===== src/hdl/ctk_pkg.sv =====
`timescale 1ns / 1ps
`default_nettype none
// ---------------------------------------------------------------------------
// ctk_pkg
// Shared types and codes of the three-mode character tokenizer.
// ---------------------------------------------------------------------------
package ctk_pkg;

   // input word
   typedef struct packed {
      logic [7:0] ch;
      logic       end_of_input;
   } req_type;

   // result word
   typedef struct packed {
      logic [4:0]  token_kind;
      logic [31:0] value;
      logic [63:0] text;
      logic [6:0]  text_len;
      logic        overflow;
      logic        last;
   } rsp_type;

   // token under construction
   typedef struct packed {
      logic [2:0]  pend;
      logic [63:0] text;
      logic [6:0]  cnt;
      logic [31:0] acc;
      logic        ovf;
      logic        plus;
   } tok_state_type;

   // mode and the constant limit's split by ten, from the register block
   typedef struct packed {
      logic [1:0]  mode;
      logic [31:0] quot;
      logic [3:0]  rem;
   } ctk_cfg_type;

   localparam logic [1:0] MODE_DEFAULT = 2'd0;
   localparam logic [1:0] MODE_URL     = 2'd1;
   localparam logic [1:0] MODE_HTML    = 2'd2;

   localparam logic [2:0] PEND_NONE    = 3'd0;
   localparam logic [2:0] PEND_IDENT   = 3'd1;
   localparam logic [2:0] PEND_INT     = 3'd2;
   localparam logic [2:0] PEND_URLDIG  = 3'd3;
   localparam logic [2:0] PEND_URLWORD = 3'd4;
   localparam logic [2:0] PEND_TAG     = 3'd5;
   localparam logic [2:0] PEND_HTMLWD  = 3'd6;

   localparam logic [4:0] TOK_IDENT     = 5'd0;
   localparam logic [4:0] TOK_INT       = 5'd1;
   localparam logic [4:0] TOK_PERIOD    = 5'd2;
   localparam logic [4:0] TOK_SEMI      = 5'd3;
   localparam logic [4:0] TOK_QUOTE     = 5'd4;
   localparam logic [4:0] TOK_SYMBOL    = 5'd5;
   localparam logic [4:0] TOK_URLDIGITS = 5'd6;
   localparam logic [4:0] TOK_HTTP      = 5'd7;
   localparam logic [4:0] TOK_URLWORD   = 5'd8;
   localparam logic [4:0] TOK_URLWORDP  = 5'd9;
   localparam logic [4:0] TOK_COLON     = 5'd10;
   localparam logic [4:0] TOK_SLASH     = 5'd11;
   localparam logic [4:0] TOK_DOT       = 5'd12;
   localparam logic [4:0] TOK_URLOTHER  = 5'd13;
   localparam logic [4:0] TOK_TAGOPEN   = 5'd14;
   localparam logic [4:0] TOK_CLOSETAG  = 5'd15;
   localparam logic [4:0] TOK_TAGCLOSE  = 5'd16;
   localparam logic [4:0] TOK_HTMLWORD  = 5'd17;

   localparam logic [7:0] CH_PLUS  = 8'h2B;
   localparam logic [7:0] CH_LT    = 8'h3C;
   localparam logic [7:0] CH_SLASH = 8'h2F;
   localparam logic [7:0] CH_GT    = 8'h3E;
   localparam logic [7:0] CH_COLON = 8'h3A;
   localparam logic [7:0] CH_SEMI  = 8'h3B;
   localparam logic [7:0] CH_DOT   = 8'h2E;
   localparam logic [7:0] CH_QUOTE = 8'h22;

   localparam logic [63:0] PACK_HTTP  = 64'h0000_0000_7074_7468;
   localparam logic [63:0] PACK_HTTPS = 64'h0000_0073_7074_7468;

   // register indexes
   localparam logic REG_MODE  = 1'b0;
   localparam logic REG_LIMIT = 1'b1;

   localparam logic [31:0] LIMIT_RESET = 32'd2147483647;
   localparam logic [31:0] QUOT_RESET  = 32'd214748364;
   // ceil(2^35 / 10): exact quotient by ten for any 32-bit value
   localparam logic [31:0] RECIP_TEN   = 32'hCCCC_CCCD;

   // result queue
   localparam int QDEPTH = 4;
   localparam int QPTR_W = $clog2(QDEPTH);
   localparam int QCNT_W = $clog2(QDEPTH + 1);

endpackage
`default_nettype wire


===== src/hdl/three_mode_char_tokenizer_core.sv =====
`timescale 1ns / 1ps
`default_nettype none
// ---------------------------------------------------------------------------
// three_mode_char_tokenizer_core
// Character tokenizer with default, URL and HTML modes.
// ---------------------------------------------------------------------------
// One character word enters per cycle while the queue has room. It is
// registered in the input register, then the token logic updates the
// pending token and writes its zero, one or two result words into a
// four-entry result queue whose head is the output, so a result word passes
// the input register and a queue entry before it can be accepted. The input
// side keeps taking a word every cycle as long as the queue has two free
// entries; a long run of characters that each give two tokens is paced by
// the result side at one word per cycle while the receiver is ready. A
// register write takes effect for the next character the token logic steps.
// ---------------------------------------------------------------------------
module three_mode_char_tokenizer_core
   import ctk_pkg::*;
#(
   parameter int MAX_WORD_LEN = 8,
   parameter int MAX_URL_LEN  = 64
)
(
   input  wire logic        clock,
   input  wire logic        reset,
   input  wire logic        req_valid,
   output      logic        req_ready,
   input  wire req_type     req_data,
   output      logic        rsp_valid,
   input  wire logic        rsp_ready,
   output      rsp_type     rsp_data,
   input  wire logic        csr_psel,
   input  wire logic        csr_penable,
   input  wire logic        csr_pwrite,
   input  wire logic [2:0]  csr_paddr,
   input  wire logic [31:0] csr_pwdata,
   output      logic [31:0] csr_prdata,
   output      logic        csr_pready
);

   ctk_cfg_type   cfg;
   logic          in_valid_ff;
   logic          in_valid_in;
   req_type       in_data_ff;
   tok_state_type st_ff;
   tok_state_type st_in;
   rsp_type       res_a;
   rsp_type       res_b;
   logic [1:0]    res_n;
   logic [1:0]    push_n;
   logic          room;
   logic          step_go;

   assign csr_pready = 1'b1;

   ctk_csr u_csr (
      .clock       (clock),
      .reset       (reset),
      .csr_psel    (csr_psel),
      .csr_penable (csr_penable),
      .csr_pwrite  (csr_pwrite),
      .csr_paddr   (csr_paddr),
      .csr_pwdata  (csr_pwdata),
      .csr_prdata  (csr_prdata),
      .cfg         (cfg)
   );

   assign step_go     = in_valid_ff & room;
   assign req_ready   = ~in_valid_ff | step_go;
   assign in_valid_in = (req_valid & req_ready) | (in_valid_ff & ~step_go);

   always_ff @(posedge clock) begin
      if (reset) begin
         in_valid_ff <= 1'b0;
      end else begin
         in_valid_ff <= in_valid_in;
      end
   end

   always_ff @(posedge clock) begin
      if (req_valid & req_ready) in_data_ff <= req_data;
   end

   ctk_step #(
      .MAX_WORD_LEN (MAX_WORD_LEN),
      .MAX_URL_LEN  (MAX_URL_LEN)
   ) u_step (
      .ch     (in_data_ff.ch),
      .eoi    (in_data_ff.end_of_input),
      .cfg    (cfg),
      .st_in  (st_ff),
      .st_out (st_in),
      .res_a  (res_a),
      .res_b  (res_b),
      .res_n  (res_n)
   );

   always_ff @(posedge clock) begin
      if (reset) begin
         st_ff <= '0;
      end else if (step_go) begin
         st_ff <= st_in;
      end
   end

   assign push_n = step_go ? res_n : 2'd0;

   ctk_queue u_queue (
      .clock     (clock),
      .reset     (reset),
      .push_n    (push_n),
      .push_a    (res_a),
      .push_b    (res_b),
      .room      (room),
      .rsp_valid (rsp_valid),
      .rsp_ready (rsp_ready),
      .rsp_data  (rsp_data)
   );

endmodule
`default_nettype wire


===== src/hdl/ctk_csr.sv =====
`timescale 1ns / 1ps
`default_nettype none
// ---------------------------------------------------------------------------
// ctk_csr
// Mode and constant-limit registers behind a simple bus port; also keeps
// the limit split into quotient and remainder by ten.
// ---------------------------------------------------------------------------
module ctk_csr
   import ctk_pkg::*;
(
   input  wire logic        clock,
   input  wire logic        reset,
   input  wire logic        csr_psel,
   input  wire logic        csr_penable,
   input  wire logic        csr_pwrite,
   input  wire logic [2:0]  csr_paddr,
   input  wire logic [31:0] csr_pwdata,
   output      logic [31:0] csr_prdata,
   output      ctk_cfg_type cfg
);

   logic [1:0]  mode_ff;
   logic [31:0] limit_ff;
   logic [31:0] quot_ff;
   logic [63:0] prod;
   logic [3:0]  ten_quot_lo;
   logic        wr_en;
   logic        reg_sel;

   assign wr_en   = csr_psel & csr_penable & csr_pwrite;
   assign reg_sel = csr_paddr[2];

   always_ff @(posedge clock) begin
      if (reset) begin
         mode_ff  <= MODE_DEFAULT;
         limit_ff <= LIMIT_RESET;
      end else if (wr_en) begin
         case (reg_sel)
            REG_MODE:  mode_ff  <= csr_pwdata[1:0];
            REG_LIMIT: limit_ff <= csr_pwdata;
            default:   mode_ff  <= mode_ff;
         endcase
      end
   end

   // limit / 10 by reciprocal multiply, loaded at the same edge as the limit
   assign prod = {32'd0, csr_pwdata} * {32'd0, RECIP_TEN};

   always_ff @(posedge clock) begin
      if (reset) begin
         quot_ff <= QUOT_RESET;
      end else if (wr_en && reg_sel == REG_LIMIT) begin
         quot_ff <= {3'd0, prod[63:35]};
      end
   end

   // remainder fits in four bits, so only the low bits of 10*q matter
   assign ten_quot_lo = {quot_ff[0], 3'b000} + {quot_ff[2:0], 1'b0};

   assign cfg.mode = mode_ff;
   assign cfg.quot = quot_ff;
   assign cfg.rem  = limit_ff[3:0] - ten_quot_lo;

   always_comb begin
      case (reg_sel)
         REG_MODE:  csr_prdata = {30'd0, mode_ff};
         REG_LIMIT: csr_prdata = limit_ff;
         default:   csr_prdata = 32'd0;
      endcase
   end

endmodule
`default_nettype wire


===== src/hdl/ctk_step.sv =====
`timescale 1ns / 1ps
`default_nettype none
// ---------------------------------------------------------------------------
// ctk_step
// Per-character logic: updates the pending token and forms up to two
// result words (the finished token, then the character's own token).
// ---------------------------------------------------------------------------
module ctk_step
   import ctk_pkg::*;
#(
   parameter int MAX_WORD_LEN = 8,
   parameter int MAX_URL_LEN  = 64
)
(
   input  wire logic          [7:0] ch,
   input  wire logic                eoi,
   input  wire ctk_cfg_type         cfg,
   input  wire tok_state_type       st_in,
   output      tok_state_type       st_out,
   output      rsp_type             res_a,
   output      rsp_type             res_b,
   output      logic          [1:0] res_n
);

   localparam logic [6:0] WORD_BOUND = 7'(MAX_WORD_LEN);
   localparam logic [6:0] URL_BOUND  = 7'(MAX_URL_LEN);

   function automatic logic is_alpha(input logic [7:0] c);
      is_alpha = (c >= 8'h61 && c <= 8'h7A) || (c >= 8'h41 && c <= 8'h5A);
   endfunction

   function automatic logic is_digit(input logic [7:0] c);
      is_digit = c >= 8'h30 && c <= 8'h39;
   endfunction

   function automatic logic [7:0] to_upper(input logic [7:0] c);
      to_upper = (c >= 8'h61 && c <= 8'h7A) ? c - 8'd32 : c;
   endfunction

   function automatic tok_state_type put_char(input tok_state_type s, input logic [7:0] c,
                                              input logic [6:0] bound);
      tok_state_type o;
      o = s;
      if (s.cnt < bound) begin
         for (int i = 0; i < 8; i++) begin
            if (s.cnt == 7'(i)) o.text[8*i +: 8] = c;
         end
         o.cnt = s.cnt + 7'd1;
      end else begin
         o.ovf = 1'b1;
      end
      put_char = o;
   endfunction

   function automatic tok_state_type add_digit(input tok_state_type s, input logic [7:0] c,
                                               input logic [31:0] q, input logic [3:0] r);
      tok_state_type o;
      logic [3:0]    d;
      o = s;
      d = c[3:0];
      if (s.acc < q || (s.acc == q && d <= r)) begin
         o.acc = (s.acc << 3) + (s.acc << 1) + {28'd0, d};
      end else begin
         o.ovf = 1'b1;
      end
      add_digit = o;
   endfunction

   function automatic rsp_type mk_tok(input logic [4:0] kind, input logic [31:0] value,
                                      input logic [63:0] text, input logic [6:0] len,
                                      input logic ovf);
      rsp_type t;
      t.token_kind = kind;
      t.value      = value;
      t.text       = text;
      t.text_len   = len;
      t.overflow   = ovf;
      t.last       = 1'b0;
      mk_tok = t;
   endfunction

   tok_state_type cleared;
   tok_state_type absorb_st;
   tok_state_type start_st;
   tok_state_type slash_st;
   rsp_type       pend_tok;
   rsp_type       start_tok;
   logic          has_pend;
   logic          absorbed;
   logic          start_emit;
   logic          is_http;
   logic          is_alnum;
   rsp_type       a_w;
   rsp_type       b_w;
   logic [1:0]    n_w;

   assign cleared  = '0;
   assign has_pend = st_in.pend != PEND_NONE;
   assign is_alnum = is_alpha(ch) || is_digit(ch);
   assign is_http  = !st_in.ovf && ((st_in.cnt == 7'd4 && st_in.text == PACK_HTTP) ||
                                    (st_in.cnt == 7'd5 && st_in.text == PACK_HTTPS));
   assign slash_st = put_char(st_in, ch, URL_BOUND);

   // the token that is pending now, as it would leave
   always_comb begin
      case (st_in.pend)
         PEND_IDENT:   pend_tok = mk_tok(TOK_IDENT, 32'd0, st_in.text, st_in.cnt, st_in.ovf);
         PEND_INT:     pend_tok = mk_tok(TOK_INT, st_in.acc, 64'd0, 7'd0, st_in.ovf);
         PEND_URLDIG:  pend_tok = mk_tok(TOK_URLDIGITS, st_in.acc, 64'd0, 7'd0, st_in.ovf);
         PEND_URLWORD: pend_tok = mk_tok(is_http ? TOK_HTTP :
                                         (st_in.plus ? TOK_URLWORDP : TOK_URLWORD),
                                         32'd0, st_in.text, st_in.cnt, st_in.ovf);
         PEND_TAG:     pend_tok = mk_tok(TOK_TAGOPEN, 32'd0, st_in.text, st_in.cnt, 1'b0);
         PEND_HTMLWD:  pend_tok = mk_tok(TOK_HTMLWORD, 32'd0, st_in.text, st_in.cnt, st_in.ovf);
         default:      pend_tok = '0;
      endcase
   end

   // does the character continue the pending token
   always_comb begin
      absorbed  = 1'b0;
      absorb_st = st_in;
      case (st_in.pend)
         PEND_IDENT: begin
            absorbed  = is_alnum;
            absorb_st = put_char(st_in, to_upper(ch), WORD_BOUND);
         end
         PEND_INT, PEND_URLDIG: begin
            absorbed  = is_digit(ch);
            absorb_st = add_digit(st_in, ch, cfg.quot, cfg.rem);
         end
         PEND_URLWORD: begin
            absorbed       = is_alnum || ch == CH_PLUS;
            absorb_st      = put_char(st_in, ch, URL_BOUND);
            absorb_st.plus = st_in.plus || ch == CH_PLUS;
         end
         PEND_HTMLWD: begin
            absorbed  = is_alnum;
            absorb_st = put_char(st_in, ch, URL_BOUND);
         end
         default: begin
            absorbed  = 1'b0;
            absorb_st = st_in;
         end
      endcase
   end

   // what the character starts from a clear state
   always_comb begin
      start_st   = cleared;
      start_emit = 1'b0;
      start_tok  = '0;
      case (cfg.mode)
         MODE_DEFAULT: begin
            if (is_alpha(ch)) begin
               start_st      = put_char(cleared, to_upper(ch), WORD_BOUND);
               start_st.pend = PEND_IDENT;
            end else if (is_digit(ch)) begin
               start_st      = add_digit(cleared, ch, cfg.quot, cfg.rem);
               start_st.pend = PEND_INT;
            end else begin
               start_emit = 1'b1;
               if (ch == CH_DOT) begin
                  start_tok = mk_tok(TOK_PERIOD, 32'd0, 64'd0, 7'd0, 1'b0);
               end else if (ch == CH_SEMI) begin
                  start_tok = mk_tok(TOK_SEMI, 32'd0, 64'd0, 7'd0, 1'b0);
               end else if (ch == CH_QUOTE) begin
                  start_tok = mk_tok(TOK_QUOTE, 32'd0, 64'd0, 7'd0, 1'b0);
               end else begin
                  start_tok = mk_tok(TOK_SYMBOL, {24'd0, ch}, 64'd0, 7'd0, 1'b0);
               end
            end
         end
         MODE_URL: begin
            if (is_digit(ch)) begin
               start_st      = add_digit(cleared, ch, cfg.quot, cfg.rem);
               start_st.pend = PEND_URLDIG;
            end else if (is_alpha(ch)) begin
               start_st      = put_char(cleared, ch, URL_BOUND);
               start_st.pend = PEND_URLWORD;
            end else begin
               start_emit = 1'b1;
               if (ch == CH_COLON) begin
                  start_tok = mk_tok(TOK_COLON, 32'd0, 64'd0, 7'd0, 1'b0);
               end else if (ch == CH_SLASH) begin
                  start_tok = mk_tok(TOK_SLASH, 32'd0, 64'd0, 7'd0, 1'b0);
               end else if (ch == CH_DOT) begin
                  start_tok = mk_tok(TOK_DOT, 32'd0, 64'd0, 7'd0, 1'b0);
               end else begin
                  start_tok = mk_tok(TOK_URLOTHER, 32'd0, 64'd0, 7'd0, 1'b0);
               end
            end
         end
         MODE_HTML: begin
            if (ch == CH_LT) begin
               start_st      = put_char(cleared, ch, URL_BOUND);
               start_st.pend = PEND_TAG;
            end else if (ch == CH_GT) begin
               start_emit = 1'b1;
               start_tok  = mk_tok(TOK_TAGCLOSE, 32'd0, 64'd0, 7'd0, 1'b0);
            end else begin
               start_st      = put_char(cleared, ch, URL_BOUND);
               start_st.pend = PEND_HTMLWD;
            end
         end
         default: begin
            start_st   = cleared;
            start_emit = 1'b0;
         end
      endcase
   end

   always_comb begin
      st_out = st_in;
      a_w    = '0;
      b_w    = '0;
      n_w    = 2'd0;
      if (eoi) begin
         st_out = cleared;
         if (has_pend) begin
            a_w = pend_tok;
            n_w = 2'd1;
         end
      end else if (ch != 8'd0) begin
         if (st_in.pend == PEND_TAG && ch == CH_SLASH) begin
            a_w    = mk_tok(TOK_CLOSETAG, 32'd0, slash_st.text, slash_st.cnt, 1'b0);
            n_w    = 2'd1;
            st_out = cleared;
         end else if (absorbed) begin
            st_out = absorb_st;
         end else begin
            st_out = start_st;
            if (has_pend) begin
               a_w = pend_tok;
               b_w = start_tok;
               n_w = start_emit ? 2'd2 : 2'd1;
            end else if (start_emit) begin
               a_w = start_tok;
               n_w = 2'd1;
            end
         end
      end
      case (n_w)
         2'd1:    a_w.last = 1'b1;
         2'd2:    b_w.last = 1'b1;
         default: a_w.last = 1'b0;
      endcase
   end

   assign res_a = a_w;
   assign res_b = b_w;
   assign res_n = n_w;

endmodule
`default_nettype wire


===== src/hdl/ctk_queue.sv =====
`timescale 1ns / 1ps
`default_nettype none
// ---------------------------------------------------------------------------
// ctk_queue
// Small result queue: takes up to two words per cycle, hands out one per cycle while the receiver is ready.
// ---------------------------------------------------------------------------
module ctk_queue
   import ctk_pkg::*;
(
   input  wire logic       clock,
   input  wire logic       reset,
   input  wire logic [1:0] push_n,
   input  wire rsp_type    push_a,
   input  wire rsp_type    push_b,
   output      logic       room,
   output      logic       rsp_valid,
   input  wire logic       rsp_ready,
   output      rsp_type    rsp_data
);

   rsp_type             entry_ff [QDEPTH];
   logic [QPTR_W-1:0]   wp_ff;
   logic [QPTR_W-1:0]   wp_in;
   logic [QPTR_W-1:0]   wp_next;
   logic [QPTR_W-1:0]   rp_ff;
   logic [QPTR_W-1:0]   rp_in;
   logic [QCNT_W-1:0]   cnt_ff;
   logic [QCNT_W-1:0]   cnt_in;
   logic                pop;

   assign pop       = rsp_valid & rsp_ready;
   assign rsp_valid = cnt_ff != '0;
   assign rsp_data  = entry_ff[rp_ff];
   // two free slots so an item's pair of words always fits
   assign room      = cnt_ff <= QCNT_W'(QDEPTH - 2);
   assign wp_next   = wp_ff + QPTR_W'(1);

   assign wp_in  = wp_ff + QPTR_W'(push_n);
   assign rp_in  = rp_ff + QPTR_W'(pop);
   assign cnt_in = cnt_ff + QCNT_W'(push_n) - QCNT_W'(pop);

   always_ff @(posedge clock) begin
      if (reset) begin
         wp_ff  <= '0;
         rp_ff  <= '0;
         cnt_ff <= '0;
      end else begin
         wp_ff  <= wp_in;
         rp_ff  <= rp_in;
         cnt_ff <= cnt_in;
      end
   end

   always_ff @(posedge clock) begin
      if (push_n != 2'd0) entry_ff[wp_ff] <= push_a;
      if (push_n == 2'd2) entry_ff[wp_next] <= push_b;
   end

endmodule
`default_nettype wire


===== config.mk =====
export PLATFORM = sky130hd
export DESIGN_NAME = three_mode_char_tokenizer_core
export DESIGN_NICKNAME = d
export VERILOG_FILES = /design/src/hdl/ctk_pkg.sv /design/src/hdl/three_mode_char_tokenizer_core.sv /design/src/hdl/ctk_csr.sv /design/src/hdl/ctk_step.sv /design/src/hdl/ctk_queue.sv
export SDC_FILE = /design/constraint.sdc
export NUM_CORES = 2
export LEC_CHECK = 0
export CAP_MARGIN = 30
export CORE_ASPECT_RATIO = 0.7
export CORE_UTILIZATION = 45
export DETAILED_ROUTE_END_ITERATION = 10
export DONT_BUFFER_PORTS = 1
export PLACE_DENSITY = 0.65
export REMOVE_ABC_BUFFERS = 1
export SLEW_MARGIN = 40
export SYNTH_ARGS = -nofsm -noshare
export SYNTH_HDL_FRONTEND = slang
export SYNTH_SLANG_ARGS = --single-unit

===== constraint.sdc =====
create_clock -name clock -period 14.86 [get_ports clock]
set_input_delay 0.743 -clock clock [delete_from_list [all_inputs] [get_ports clock]]
set_output_delay 0.743 -clock clock [all_outputs]
set_load 0.005 [all_outputs]

== Word level (Yosys, flattened, before mapping) ==
Memories as Yosys holds them, arrays and structs flattened. A register that Yosys moved wholly into a read port is not among the register bits.
Cells that the tools add are included.

* Input port bits: 51
* Output and inout bits: 145
* Logic and storage cells: 241
* Register bits: 188
* Memories: 1
* Memory bits (writable): 440

{| class="wikitable"
|+ Memories
! memory !! depth !! bits a word !! read ports !! clocked after memory_dff !! write ports !! line !! RTL
|-
| u_queue.entry_ff || 4 || 110 || 1 || 1 || 2 || ctk_queue.sv:21 || <nowiki>rsp_type entry_ff [QDEPTH];</nowiki>
|}

* $mul: 1
* $lt $le $gt $ge: 12
* Reductions and logical operators: 43
* Bitwise operators: 11
* $add $sub $neg: 11
* Eq/ne operators: 50
* Multiplexer cells: 90

{| class="wikitable"
|+ Operator list
! cell !! count
|-
| $mux W110 || 18
|-
| $mux W108 || 12
|-
| $pmux W110 S6 || 1
|-
| $pmux W105 S4 || 1
|-
| $pmux W110 S3 || 1
|-
| $pmux W108 S3 || 1
|-
| $mux W107 || 2
|-
| $mux W106 || 2
|-
| $mux W71 || 2
|-
| $mux W8 || 17
|-
| $eq A64 B31 Y1 const B || 1
|-
| $eq A64 B39 Y1 const B || 1
|-
| $eq A8 B6 Y1 const B || 8
|-
| $mul A32 B32 Y64 const B || 1
|-
| $pmux W32 S2 || 1
|-
| $ne A5 B5 Y1 const B || 11
|-
| $reduce_and A6 Y1 || 9
|-
| $add A32 B32 Y32 || 1
|-
| $add A32 B4 Y32 || 1
|-
| $eq A32 B29 Y1 || 1
|-
| $logic_not A32 Y1 || 1
|-
| $lt A32 B29 Y1 || 1
|-
| $mux W32 || 1
|-
| $lt A1 B29 Y1 const A || 1
|-
| other kinds (51) || 122
|}

== Logic depth before layout (Yosys ltp) ==
* Depth after elaboration: 16
* Depth in mapped cells: 26

== Modules after synthesis ==
Synthesis repeated with hierarchy kept, for this count alone.

* Cells, all modules: 4,922
* Area, all modules: 54,187.0 µm²

{| class="wikitable"
|+ By module, submodules not included
! module !! times used !! cells an instance !! area each (µm²)
|-
| ctk_queue || 1 || 1,109 || 21,540.7
|-
| ctk_csr || 1 || 2,048 || 19,428.6
|-
| ctk_step || 1 || 1,255 || 8,195.4
|-
| three_mode_char_tokenizer_core || 1 || 510 || 5,022.3
|}

== Worst setup path before layout ==
OpenSTA, ideal clock, no wires.

* Kind: input-to-reg
* From: in csr_pwdata[9]
* To: reg u_csr.quot_ff[28]
* Data arrival time: 7,000 ps
* Buffers on the path: 1
* Stages on the path: 24
* Data required time: 14,730 ps
* Slack: 7,731 ps
* Cells stage by stage: ha_1 -> clkbuf_1 -> xor2_1 -> ha_1 -> a21o_1 -> fa_1 -> inv_1 -> fa_1 -> inv_1 -> fa_1 -> fa_1 -> fa_1 -> fa_1 -> ha_1 -> nand3_1 -> nor3_1 -> nand4_1 -> nor4_1 -> a41oi_1 -> a2111oi_0 -> o211ai_1 -> a21oi_1 -> o21a_1 -> o211ai_1

* Word-level cells in the longest chain between the ends: 1

{| class="wikitable"
|+ RTL lines
! element !! line !! RTL
|-
| start: declaration || three_mode_char_tokenizer_core.sv:36 || <nowiki>input wire logic [31:0] csr_pwdata,</nowiki>
|-
| $mul A32 B32 Y64 || ctk_csr.sv:47 || <nowiki>assign prod = {32'd0, csr_pwdata} * {32'd0, RECIP_TEN};</nowiki>
|-
| end signal: assignment || ctk_csr.sv:53 || <nowiki>quot_ff <= {3'd0, prod[63:35]};</nowiki>
|-
| end: declaration || ctk_csr.sv:24 || <nowiki>logic [31:0] quot_ff;</nowiki>
|}

No other way between the ends.
A chain may end at the register's enable or synchronous reset.

== Worst setup path in the final report ==
* From: in csr_pwdata[9]
* To: reg u_csr.quot_ff[22]

Same word-level chain as after synthesis.

==> flow_summary.ini <==
[clock_network]
clkSinkCount = 628
htreeDepth = 3
clk_latency_ns = 0.66
clk_pin_slew_worst_paths_ns = 0.07
cts_hold_buf = 0
clk_path_buf_depth = 3
cts_root_buf = clkbuf_16
numCtsBuffers = 67
cts_tree = yes
cts-resized-gates = 0
post_cts_buffers = 0

[floorplan]
initial_core_util = 0.454
rows = 98
die_area_mm2 = 0.104
core_area_mm2 = 0.102
ios = 196
die_height_um = 270
die_x_um = 385

[timing]
worstMarginPinSlew_ns = 0.955
clock.fmax_ghz = 0.128
hold_violations = 0
finClkSkew_ns = 0.0310
fin_crit_sh = 0.527
slew_violations = 0
grt_setup_unrepaired = no
relSlewSlack = 0.364
fin_crit_ns = 7.82
fin_tns_setup_ns = 0
finalSetupViolCount = 0

[global_routing]
grt_pass1_vias = 35200
grt-ovfl-total = 0
antenna_found_initial = 1
grt_pass1_wl_um = 215000
grt_max_degree = 121
grt_use_total = 0.267

[setup_path]
crit_type = in2reg
cp.required_ns = 15.38
r2r-end = u_queue.entry_ff[3][99]
ff2ff_path_depth = 17
arrival_ns = 8.35
setup.worst_path.start = csr_pwdata[9]
crit_fanout = 8
r2r_slack_ns = 9.00
end_kind = flop
reg2reg_from = in_data_ff[6]
critPathLaunchType = input pin
crit_end = u_csr.quot_ff[22]

[logic_synthesis]
avgSynthCellArea_um2 = 9.33
synth-main-ff-cell = dfxtp_1
yosysWarnings = 0
yosysTopAreaCellShare = 0.243
synth_area_leaders = dfxtp_1 24%, fa_1 17%, ha_1 12%
synth-seq-cells = 628
synth_edf_count = 65
synth_area_mm2 = 0.0463
synth_top_area_cell = dfxtp_1
yosysUniqueCellTypes = 81
synth-async-reset-ratio = 0
synthMostInstantiatedCell = inv_1
synthCells = 4965
yosys-top-cells-count = 596 x inv_1, 563 x dfxtp_1, 455 x ha_1
ys_seq_area_frac = 0.286

[final_layout]
ff_latch_area_mm2 = 0.0132
area_growth_pct = 7.17
multi_input_comb_area_mm2 = 0.0298
drive_above_1_share = 0.0614
fillers = 9555
fin_nets = 5694
num_antenna_cells = 0

[drt]
met2_length_um = 56000
met3WireLength_um = 14500
ant_nets = 0
top_layer = met5
via_count = 36400
wl_met1_um = 64200
vias_per_cell = 5.86
dr.pass1.iters = 6
wl_per_cell_um = 22.3
drt_drc_violations_left = 0
drtIter0Drc = 3535
routed_wl_um = 138000

[outcome]
status = completed

[hold_path]
hp-class = in2reg
min_from = req_data[6]

[place]
hpwl_um = 103000
io_buffers = 0
place.gp.congestion = 0.972

[flow_run]
cap_violations = 0
state kept, by name, summed over array words and instances, names as in the netlist, 3 cells and up:
signal            cells
u_csr.quot_ff        29
u_queue.entry_ff    440
st_ff               108
u_queue.cnt_ff        3
in_data_ff            9
u_csr.limit_ff       32
layout by cell type (no fill, tap or decap), types with 12 or more instances in the layout:
cell | netlist | final
fa_1 | 389 | 389
a31oi_1 | 12 | 12
a21oi_1 | 301 | 301
ha_1 | 455 | 455
o21ai_0 | 383 | 382
o21ai_1 | 64 | 64
clkbuf_1 | 169 | 13
mux4_2 | 110 | 110
o22ai_1 | 53 | 53
or2_0 | 21 | 21
a21o_1 | 78 | 78
edfxtp_1 | 65 | 65
nand4_1 | 33 | 33
a211oi_1 | 63 | 63
o21a_1 | 13 | 13
xor2_1 | 54 | 54
and3_1 | 16 | 16
clkbuf_16 | 0 | 69
clkbuf_8 | 0 | 15
nor4_1 | 26 | 26
nand3_1 | 426 | 425
xnor2_1 | 53 | 53
dfxtp_1 | 563 | 561
nor2_1 | 178 | 176
nand2_1 | 382 | 377
or3_1 | 36 | 36
inv_1 | 596 | 595
nor2b_1 | 26 | 26
mux2i_1 | 29 | 29
buf_4 | 4 | 21
o211ai_1 | 21 | 21
nor3_1 | 34 | 32
and2_1 | 51 | 49
nand2b_1 | 18 | 18
stage by stage:
stage                      util  instances  worst slack (ns)  hold slack (ns)  instance area, µm²
after floorplan               -       4694              7.52            0.426               45200
after global placement    0.463       6075              6.67            0.440               47200
after detailed placement  0.463       6078              6.65            0.445               47300
after CTS                 0.486       6200              7.31            0.148               49500
after global routing      0.486       6202              6.85            0.158               49600
final                     0.486       6202              7.04            0.178               49600
layout make-up:
type,instances,area share
clock buffer,97,0.0399
clock inverter,25,0.00587
inverter,596,0.0451
multi-input combinational,3470,0.601
sequential,628,0.267
tap,1350,0.0340
timing repair buffer,36,0.00719
worst min-delay path by stage:
stage	endpoint	slack, ns	cells past startpoint
final	in_data_ff[6]	0.18	0
after global routing	in_data_ff[3]	0.16	0
after CTS	in_data_ff[3]	0.15	0
after detailed placement	u_csr.limit_ff[31]	0.45	2
after global placement	u_csr.limit_ff[31]	0.44	2
after floorplan	u_csr.limit_ff[31]	0.43	2
logic make-up after synthesis:
kind of cell             count (synthesis)  synth area share
multiplexers                           142            0.0605
AO/OA/AOI/OAI                         1083             0.136
AND/OR/NAND/NOR                       1293             0.134
XOR/XNOR                               107            0.0202
adder cells (fa/ha/maj)                844             0.291
other                                    1         0.0000810
buffers and inverters                  867            0.0727
flip-flops                             628             0.286
critical path, stage by stage:
cell       delay [ns]
ha_1             0.45
xor2_1           0.25
ha_1             0.22
a21o_1           0.18
fa_1             0.54
inv_1            0.05
fa_1             0.50
inv_1            0.05
fa_1             0.56
fa_1             0.43
fa_1             0.52
fa_1             0.46
ha_1             0.37
nand3_1          0.19
nor3_1           0.47
nand4_1          0.29
nor4_1           0.40
a41oi_2          0.18
a2111oi_0        0.72
o211ai_1         0.28
a31oi_1          0.23
xnor2_1          0.15
o21ai_0          0.09
metal layers:
layer / GRT usage / up-vias
li1: - / 16800
met1: 0.404 / 17900
met2: 0.371 / 1494
met3: 0.0728 / 189
met4: 0.0700 / 2
met5: 0 / -
Power is not shown: default switching activity piles up to over one toggle a cycle in this logic, so the estimate is an artifact.
